$ cat src/hw/rtl/svptw_pkg.sv
// ---------------------------------------------------------------------------
// svptw_pkg - shared types and constants of the Sv39 page-table walker
// Command and status bundles between controller and datapath, result kinds
// and status codes.
// ---------------------------------------------------------------------------
`default_nettype none

package svptw_pkg;

  // Default store size in 64-bit words (whole 512-word table pages)
  localparam int unsigned DEF_STORE_WORDS = 4096;
  localparam int unsigned TABLE_ENTRIES   = 512;
  localparam int unsigned IDX_W           = 9;

  // Field widths of the item and result
  localparam int unsigned WIDX_W  = 12;
  localparam int unsigned WORD_W  = 64;
  localparam int unsigned PPN_W   = 44;
  localparam int unsigned VA_W    = 39;
  localparam int unsigned NPPN_W  = 54;   // entry bits 63..10
  localparam int unsigned PA_W    = 56;
  localparam int unsigned PROT_W  = 10;

  localparam logic [PROT_W-1:0] COW_MASK = 10'h100;

  // Item kind carried on the input side
  localparam logic ACT_WRITE     = 1'b0;
  localparam logic ACT_TRANSLATE = 1'b1;

  // Walk levels
  localparam logic [1:0] LVL_TOP  = 2'd0;
  localparam logic [1:0] LVL_LEAF = 2'd2;

  typedef enum logic [1:0] {
    STATUS_DONE       = 2'd0,
    STATUS_NOT_MAPPED = 2'd1,
    STATUS_OUT_RANGE  = 2'd2
  } status_e;

  typedef enum logic [1:0] {
    RES_ZERO       = 2'd0,
    RES_OUT_RANGE  = 2'd1,
    RES_NOT_MAPPED = 2'd2,
    RES_LEAF       = 2'd3
  } res_kind_e;

  // Controller to datapath
  typedef struct packed {
    logic      take;       // capture root page and virtual address
    logic      wr_en;      // table word write from the input item
    logic      rd_en;      // issue a table read
    logic      chk_entry;  // page under check comes from the last entry read
    logic [1:0] rd_level;  // level whose index selects the word
    logic      res_load;   // capture the outcome
    res_kind_e res_kind;
    logic      out_load;   // move the outcome into the output register
  } svptw_cmd_t;

  // Datapath to controller
  typedef struct packed {
    logic page_ok;      // page under check lies inside the store
    logic entry_valid;  // valid bit of the last entry read
    logic out_free;     // output register can take a result this cycle
  } svptw_sts_t;

endpackage

`default_nettype wire

$ cat src/hw/rtl/svptw_ctrl.sv
// ---------------------------------------------------------------------------
// svptw_ctrl - walk controller
// Sequences table writes, the three-level walk and the hand-over of each
// result to the output register.
// ---------------------------------------------------------------------------
`default_nettype none

module svptw_ctrl
  import svptw_pkg::*;
(
  input  wire logic       clk_i,
  input  wire logic       rst_ni,
  input  wire logic       in_valid_i,
  input  wire logic       in_action_i,
  output logic            in_ready_o,
  input  wire svptw_sts_t sts_i,
  output svptw_cmd_t      cmd_o
);

  typedef enum logic [1:0] {
    S_IDLE,
    S_ISSUE,
    S_EVAL,
    S_RESP
  } state_e;

  state_e     state_q, state_d;
  logic [1:0] lvl_q, lvl_d;
  logic       in_xfer;

  assign in_ready_o = (state_q == S_IDLE);
  assign in_xfer    = in_valid_i && in_ready_o;

  // Next state and commands
  always_comb begin
    state_d = state_q;
    lvl_d   = lvl_q;
    cmd_o   = '{default: '0, res_kind: RES_ZERO};
    unique case (state_q)
      S_IDLE: begin
        if (in_xfer) begin
          if (in_action_i == ACT_WRITE) begin
            cmd_o.wr_en    = 1'b1;
            cmd_o.res_load = 1'b1;
            cmd_o.res_kind = RES_ZERO;
            state_d        = S_RESP;
          end else begin
            cmd_o.take = 1'b1;
            lvl_d      = LVL_TOP;
            state_d    = S_ISSUE;
          end
        end
      end
      S_ISSUE: begin
        // root table page checked and top-level entry read
        cmd_o.rd_level = LVL_TOP;
        if (!sts_i.page_ok) begin
          cmd_o.res_load = 1'b1;
          cmd_o.res_kind = RES_OUT_RANGE;
          state_d        = S_RESP;
        end else begin
          cmd_o.rd_en = 1'b1;
          state_d     = S_EVAL;
        end
      end
      S_EVAL: begin
        // entry of level lvl_q is in the read register
        cmd_o.chk_entry = 1'b1;
        cmd_o.rd_level  = lvl_q + 2'd1;
        priority if (!sts_i.entry_valid) begin
          cmd_o.res_load = 1'b1;
          cmd_o.res_kind = RES_NOT_MAPPED;
          state_d        = S_RESP;
        end else if (lvl_q == LVL_LEAF) begin
          cmd_o.res_load = 1'b1;
          cmd_o.res_kind = RES_LEAF;
          state_d        = S_RESP;
        end else if (!sts_i.page_ok) begin
          cmd_o.res_load = 1'b1;
          cmd_o.res_kind = RES_OUT_RANGE;
          state_d        = S_RESP;
        end else begin
          cmd_o.rd_en = 1'b1;
          lvl_d       = lvl_q + 2'd1;
        end
      end
      S_RESP: begin
        if (sts_i.out_free) begin
          cmd_o.out_load = 1'b1;
          state_d        = S_IDLE;
        end
      end
      default: state_d = S_IDLE;
    endcase
  end

  // State register
  always_ff @(posedge clk_i or negedge rst_ni) begin
    if (!rst_ni) begin
      state_q <= S_IDLE;
      lvl_q   <= LVL_TOP;
    end else begin
      state_q <= state_d;
      lvl_q   <= lvl_d;
    end
  end

  // The walk never goes past the leaf level
  assert property (@(posedge clk_i) disable iff (!rst_ni) lvl_q != 2'd3)
    else $error("walk level beyond leaf");

  // Every read is evaluated in the following cycle
  assert property (@(posedge clk_i) disable iff (!rst_ni) cmd_o.rd_en |=> state_q == S_EVAL)
    else $error("table read not followed by evaluation");

  // A result waits while the output register is occupied
  assert property (@(posedge clk_i) disable iff (!rst_ni)
                   (state_q == S_RESP && !sts_i.out_free) |=> state_q == S_RESP)
    else $error("result dropped while output stalled");

endmodule

`default_nettype wire

$ cat config.mk
export PLATFORM = sky130hd
export DESIGN_NAME = svptw_ctrl
export DESIGN_NICKNAME = d
export VERILOG_FILES = /design/src/hw/rtl/svptw_pkg.sv /design/src/hw/rtl/svptw_ctrl.sv
export SDC_FILE = /design/constraint.sdc
export NUM_CORES = 1
export LEC_CHECK = 0
export BUFFER_PORTS_ARGS = -buffer_cell sky130_fd_sc_hd__buf_2
export CAP_MARGIN = 20
export CORE_AREA = 2 2 39 41
export CTS_BUF_LIST = sky130_fd_sc_hd__clkbuf_8
export DETAILED_ROUTE_END_ITERATION = 8
export DIE_AREA = 0 0 41 43
export HOLD_SLACK_MARGIN = 0.02
export PLACE_DENSITY = 0.68
export SKIP_LAST_GASP = 1
export SYNTH_ARGS = -nofsm -noshare
export SYNTH_HDL_FRONTEND = slang
export SYNTH_SLANG_ARGS = --single-unit
$ cat constraint.sdc
create_clock -name clk_i -period 1.5 [get_ports clk_i]
set_clock_uncertainty 0.05 [all_clocks]
set_input_delay 0.3 -clock clk_i [delete_from_list [all_inputs] [get_ports clk_i]]
set_output_delay 0.3 -clock clk_i [all_outputs]
set_load 0.03 [all_outputs]
# After elaboration in Yosys (flattened, before gate mapping)
# Index checks and enable logic that the tools add are counted.
# totals
in_bits	7
reg_bits	4
# op_classes
addsub	1
n_eq_ne	11
muxes	32
reduce_logical	5
# ops
op	count
2-bit two-way mux	14
3-bit two-way mux	5
2-bit != test, second input constant	5
1-bit two-way mux	9
3-bit one-hot mux with 3 select lines	1
2-bit one-hot mux with 4 select lines	1
2-bit equality test, second input constant	3
6-bit AND reduction	1
4-bit != test, second input constant	1
2-bit one-hot mux with 2 select lines	1
3-bit AND reduction	1
2-bit by 1-bit adder with 2-bit output, second input constant	1
2-bit by 1-bit equality test with 1-bit output, second input constant	1
2-bit logical NOT	1
2-bit by 1-bit != test with 1-bit output, second input constant	1
1-bit one-hot mux with 2 select lines	1
2-bit nonzero test	1
1-bit logical AND	1

# Longest topological paths before layout
# Gate-level depths: netlist of run 1.
# logic_depth
depth_word	5
ltp_mapped	6
mapped_depth_nobuf	5

# Worst setup path after synthesis of run 1
# Ideal clock, no wire load.
# synth_path
path_kind	register -> output
from	register state_q[0]
to	output port cmd_o[7] (netlist name)
arrival_time_ps	1934
stages_incl_launch_ff	6
slack_ps	-784
required_time_ps	1150
path_cell_list	dfrtp_1 > inv_1 > ha_1 > buf_6 > nand4b_1 > a21boi_0
# synth_lines
element	line	source
start: declaration	svptw_ctrl.sv:27	state_e state_q, state_d;
start signal: assignment	svptw_ctrl.sv:103	state_q <= state_d;
end: declaration	svptw_ctrl.sv:17	output svptw_cmd_t cmd_o

==> results of run 1 <==
[critical path, delay by kind of cell (launching register included)]
family | cells | cell delay [ns]
fa+ha+maj | 1 | 0.18
buf+inv | 2 | 0.24
flops | 1 | 0.38
simple gates | 1 | 0.17
compound gates | 2 | 0.33
[what timing repair did]
action	4_1_cts	5_1_grt
setup endpoints to repair	15	15
buffers inserted	6	4
endpoints found under the hold margin	4	0
gates resized for setup	40	9
hold buffers	1	0
pin swaps	10	5
[layout make-up]
type,count,share of cell area
clock buffer,3,0.0403
multi-input combinational,41,0.484
timing repair buffer,37,0.331
sequential,4,0.0978
tap,16,0.0196
inverter,6,0.0269
[worst max path at each step]
stage,startpoint,to,slack [ns],depth (start not counted)
2_1_floorplan,state_q[0],cmd_o[7],-0.21,5
3_3_place_gp,state_q[0],cmd_o[3],-0.16,6
3_5_place_dp,state_q[0],cmd_o[3],-0.17,6
4_1_cts,state_q[0],cmd_o[3],-0.32,6
5_1_grt,state_q[1],cmd_o[3],-0.42,6
6_report,state_q[1],cmd_o[3],-0.38,6
[through the flow]
step / std cells / utilization / hold WS [ns] / area [um^2] / TNS, ns
floorplan: 52 / - / -0.0456 / 523 / -1.05
global placement: 96 / 0.520 / 0.0543 / 719 / -0.873
detailed placement: 96 / 0.520 / 0.0569 / 719 / -1.03
CTS: 104 / 0.695 / 0.364 / 962 / -2.65
global route: 107 / 0.740 / 0.377 / 1020 / -3.77
finish: 107 / 0.740 / 0.372 / 1020 / -3.02
[state kept, by name (all words and copies together) (netlist names)]
register / count
lvl_q: 2
state_q: 2
[synthesized netlist by cell type, types with 2 or more instances]
cell,count,area (um^2)
o21ai_0,2,10.0
dfrtp_1,4,100
nand2_1,3,11.3
ha_1,7,87.6
inv_1,6,22.5
mux2i_1,2,20.0
nand3_1,2,10.0
nor2b_1,3,18.8
[routing by layer]
layer / up-vias / routed length, um
li1: 264 / -
met1: 259 / 782
met2: 23 / 801
met3: 2 / 80
met4: 0 / 14
met5: - / 0
[report_power, final]
part / leakage (nW) / total, mW / switching [mW] / internal, mW
Combinational: 0.390 / 2.01 / 0.946 / 1.07
Sequential: 0.0499 / 0.196 / 0.0345 / 0.161
Clock: 0.0216 / 0.221 / 0.0504 / 0.171
Total: 0.462 / 2.43 / 1.03 / 1.40
[cells in the final DEF (no fill, tap or decap), types with 2 or more instances in the layout]
cell      Yosys  layout
a21boi_4      0       2
buf_12        0       2
buf_2         0       6
buf_4         0      15
buf_6         1      13
clkbuf_8      0       3
dfrtp_1       4       4
ha_2          0       2
ha_4          0       4
inv_1         6       2
inv_2         0       3
mux2i_1       2       2
nand2_1       3       2
nand2b_4      1       2
nor2b_4       0       2
o21ai_0       2       2
[kinds of logic after synthesis]
logic type / share of synthesized area
AND/OR/NAND/NOR: 0.279
AO/OA/AOI/OAI: 0.169
buffers and inverters: 0.0738
adder cells (fa/ha/maj): 0.191
flip-flops: 0.219
multiplexers: 0.0683
==> results.md, run 1 <==
* WP data required at 1.15 ns
* Failing checks: negative setup slack
* Layout Nets at 107
* RSZ-0062 raised after global routing: true
* Initial DRC Count at 6
* H-tree lvl count at 1
* Fill cell count at 80
* Layout cells sized above 1 at 0.769
* Async set-or-reset flop fraction in the synthesized netlist at 1.00
* Synth warn at 0
* CTS buffer count at 3
* Largest fanout on the critical path at 3
* Critical Path AT at 1.53 ns
* Final setup viols at 15
* Cells on worst reg2reg path at 5
* Worst-path clk slew at 0.03 ns
* # port buffers at 17
* Starting Density at 0.331
* Die area at 1760 um^2
* Hold Path Class: input port to asynchronous set/reset pin
* Worst path cell trace: inv_2 -> ha_2 -> nor2b_4 -> o2bb2ai_1 -> a21oi_4 -> buf_6
* Synthesized flop and latch total at 4
* Final hold viol count at 0
* Detailed Route WL at 1680 um
* Synthesized area per cell at 8.81 um^2
* Most used DFF post-synth: dfrtp_1
* Clk root buf: clkbuf_8
* Critical R2R Launch: state_q[0]
* Met2 usage at 0.325
* First-pass GRT wire length at 2280 um
* Global route hottest layer: met2
* Fin crit period at 1.88 ns
* DIE HEIGHT at 43 um
* DR vias at 548
* Die X at 41 um
* Area of the multi-input gates at 495 um^2
* Worst path slowest cell: dfrtp_1
* Final ANT Viol Nets at 0
* Max Slew Vio Count at 0
* Vias in the first global route at 527
* Critical path type: register to output port
* Area Growth Syn to Fin at 123%
* Remaining DRCs at 0
* Post-route worst setup slack at -0.380 ns
* Reg-to-reg critical path endpoint: lvl_q[1]
* I/O pin cnt at 18
* Max_cap viols at 0
* Static Leak at 0.462 nW
* Worst VDD drop at 1.07 mV
* Post-DP HPWL at 884 um
* Initial antenna violation count at 0
* Number of flops mapped to enable cells by yosys at 0
* Met3 usage at 0.0314
* Wire length per cell at 15.7 um
* Status: finished, violations left
* Core box area at 1380 um^2
* Critical Path Sink Type: output port
* Vias per cell at 5.12
* Cell count after synthesis at 52
* Gr ovfl total at 0
* Worst Setup Start Kind: register
* Synth unique cells at 31
* Largest net degree at the start of global routing at 7
* Largest stage delay, worst path at 0.38 ns
* Register area share after synthesis at 0.219
* CTS Buffer Depth at 2
* Register area at 100 um^2
* Detailed Routing Iterations Pass 1 at 4
* RD Place Congestion at 0.798
* PwrDens at 2370 nW/um^2
* Fmax at 532 MHz
* Mapped cell area at 458 um^2
* GR Util All Layers at 0.194
* Met1 usage at 0.230
* Worst slew margin at 0.697
* Pwr Total at 2.43 mW
* Worst-skew pair later-pin latency at 0.21 ns
* Antenna cells at 0
* Pre-CTS setup slack at -0.166 ns
* Final Cycle Share at 1.25
* # rows at 14
* Worst Tran Pin Value at 0.442 ns
* CTS tree: yes
* R2r setup slk at -0.25 ns
* Syn nets at 66
* Clock Sinks at 4
No activity file was read; power rests on OpenSTA's default activity.
==> run 2, diff against run 1 <==
--- a/config.mk
+++ b/config.mk
@@ -9,9 +9,11 @@
 export CAP_MARGIN = 20
 export CORE_AREA = 2 2 39 41
 export CTS_BUF_LIST = sky130_fd_sc_hd__clkbuf_8
+export CTS_CLUSTER_DIAMETER = 50
 export DETAILED_ROUTE_END_ITERATION = 8
 export DIE_AREA = 0 0 41 43
 export HOLD_SLACK_MARGIN = 0.02
+export MAX_ROUTING_LAYER = met4
 export PLACE_DENSITY = 0.68
 export SKIP_LAST_GASP = 1
 export SYNTH_ARGS = -nofsm -noshare
==> run 2 against run 1 <==
The flow still finishes with violations (negative setup slack). First-iteration DRC count stayed put. Critical path depth stayed put. Clock power hardly changed. Largest power group unchanged.
==> results.md, run 2 (same netlist as run 1, synthesis figures left out) <==
* Regs by FF count: lvl_q x2, state_q x2
* Largest delay share family, worst path: flip-flops
* Worst VDD drop at 1.07 mV (unchanged)
* CTS tree: yes
* Largest fanout on the critical path at 3 (unchanged)
* RD Place Congestion at 0.810 (+1.4%)
* Number of buffers and inverters on the critical path at 2 (unchanged)
* # port buffers at 17 (unchanged)
* NetSw at 1.03 mW (-0.25%)
* I/O pin cnt at 18 (unchanged)
* Post-route worst setup slack at -0.378 ns (+0.00134 ns)
* WP data required at 1.15 ns (about the same)
* Final Cycle Share at 1.25 (about the same)
* Fill cell count at 80 (unchanged)
* Detailed Routing Iterations Pass 1 at 4 (unchanged)
* Worst-path clk slew at 0.03 ns (about the same)
* Cells on worst reg2reg path at 5 (unchanged)
* Largest stage delay, worst path at 0.38 ns (about the same)
* Critical path type: register to output port
* DIE HEIGHT at 43 um (unchanged)
* Critical R2R Launch: state_q[0]
* Remaining DRCs at 0 (unchanged)
* Initial DRC Count at 6 (unchanged)
* Largest net degree at the start of global routing at 7 (unchanged)
* Initial antenna violation count at 0 (unchanged)
* Worst slew margin at 0.697 (about the same)
* Max_cap viols at 0 (unchanged)
* Vias per cell at 5.07 (-1.1%)
* Clock power frac at 0.091 (about the same)
* R2r setup slk at -0.25 ns (about the same)
* Wire length per cell at 15.6 um (-0.95%)
* Area of the multi-input gates at 495 um^2 (unchanged)
* DR vias at 542 (-1.1%)
* Layout Nets at 107 (unchanged)
* Antenna cells at 0 (unchanged)
* Pwr Total at 2.43 mW (-0.12%)
* Fin crit period at 1.88 ns (-0.00134 ns)
* Worst Setup Start Kind: register
* Failing checks: negative setup slack
* PwrDens at 2370 nW/um^2 (-0.12%)
* Die X at 41 um (unchanged)
* Hold WS at 0.372 ns (unchanged)
* Final setup viols at 15 (unchanged)
* Core box area at 1380 um^2 (unchanged)
* Fmax at 532 MHz (about the same)
* Vias in the first global route at 527 (unchanged)
* Non-Filler Instances at 107 (unchanged)
* Seq pwr share at 0.081 (about the same)
* Critical Path AT at 1.53 ns (about the same)
* Post-DP HPWL at 884 um (unchanged)
* Clock Sinks at 4 (unchanged)
* Worst path slowest cell: dfrtp_1
* Hold Path Class: input port to asynchronous set/reset pin
* Worst-skew pair later-pin latency at 0.21 ns (about the same)
* Clk root buf: clkbuf_8
* Worst path cell trace: inv_2 -> ha_2 -> nor2b_4 -> o2bb2ai_1 -> a21oi_4 -> buf_6
* Placed Cells at 96 (unchanged)
* CTS Buffer Depth at 2 (unchanged)
* Logic pwr share at 0.828 (about the same)
* Critical Path Sink Type: output port
* Area Growth Syn to Fin at 123% (unchanged)
* Detailed Route WL at 1660 um (-0.95%)
* RSZ-0062 raised after global routing: true
* Status: finished, violations left
* Pint at 1.40 mW (about the same)
* Die area at 1760 um^2 (unchanged)
* Gr ovfl total at 0 (unchanged)
* Register area at 100 um^2 (unchanged)
* # rows at 14 (unchanged)
* Crit. Startpoint: state_q[1]
* Sw frac at 0.424 (-0.000551)
* GR Util All Layers at 0.199 (+0.00482)
* Final ANT Viol Nets at 0 (unchanged)
* Max Slew Vio Count at 0 (unchanged)
* CTS buffer count at 3 (unchanged)
* Most common cell after layout, fill and taps aside: buf_4
* Reg-to-reg critical path endpoint: lvl_q[1]
* Most frequent cells in the layout: buf_4 (15), buf_6 (13), buf_2 (6)
* Layout cells sized above 1 at 0.769 (unchanged)
* Starting Density at 0.331 (unchanged)
* First-pass GRT wire length at 2280 um (unchanged)
* Final hold viol count at 0 (unchanged)
* H-tree lvl count at 1 (unchanged)
* Worst Tran Pin Value at 0.442 ns (-0.000486 ns)
* Static Leak at 0.462 nW (unchanged)
run 2: cell counts in the layout (fill, tap and decap cells not counted):
Identical to the previous run, type by type.
run 2: metal layers:
| metal | vias up | track usage | share of wire |
|---|---|---|---|
| li1 | 263 | - | - |
| met3 | 2 | 0.0314 | 0.046 |
| met5 | - | - | 0 |
| met2 | 20 | 0.325 | 0.49 |
| met4 | 0 | 0.0800 | 0.0084 |
| met1 | 257 | 0.230 | 0.46 |
run 2: what timing repair did:
action                                  CTS  global route
endpoints found under the hold margin     4             0
setup buffers                             6             4
hold buffers                              1             0
pin swaps                                10             5
endpoints found under the setup margin   15            15
resized for setup                        40             9
run 2: final cells by class:
class,instances,share of cell area
flip-flops and latches,4,0.0978
clock buffers,3,0.0403
well taps,16,0.0196
multi-input cells,41,0.484
repair buffers,37,0.331
inverters,6,0.0269
run 2: how the worst max path moves through the flow:
stage                    end  depth (start not counted)
global route        cmd_o[3]                          6
global placement    cmd_o[3]                          6
detailed placement  cmd_o[3]                          6
CTS                 cmd_o[3]                          6
finish              cmd_o[3]                          6
floorplan           cmd_o[7]                          5
run 2: per-stage QoR:
step                cell area, um^2  TNS (ns)  setup WS (ns)  utilization
finish                         1020     -3.01         -0.378        0.740
global route                   1020     -3.77         -0.425        0.740
CTS                             962     -2.65         -0.322        0.695
detailed placement              719     -1.03         -0.166        0.520
global placement                719    -0.873         -0.159        0.520
floorplan                       523     -1.05         -0.211            -
run 2: power by group through the flow:
stage / clock [mW] / combinational (mW) / sequential (mW)
after global routing: 0.233 / 2.12 / 0.203
after detailed placement: 0 / 1.35 / 0.196
after floorplan: 0 / 0.914 / 0.210
after global placement: 0 / 1.33 / 0.193
after CTS: 0.228 / 1.79 / 0.196
final: 0.221 / 2.01 / 0.196
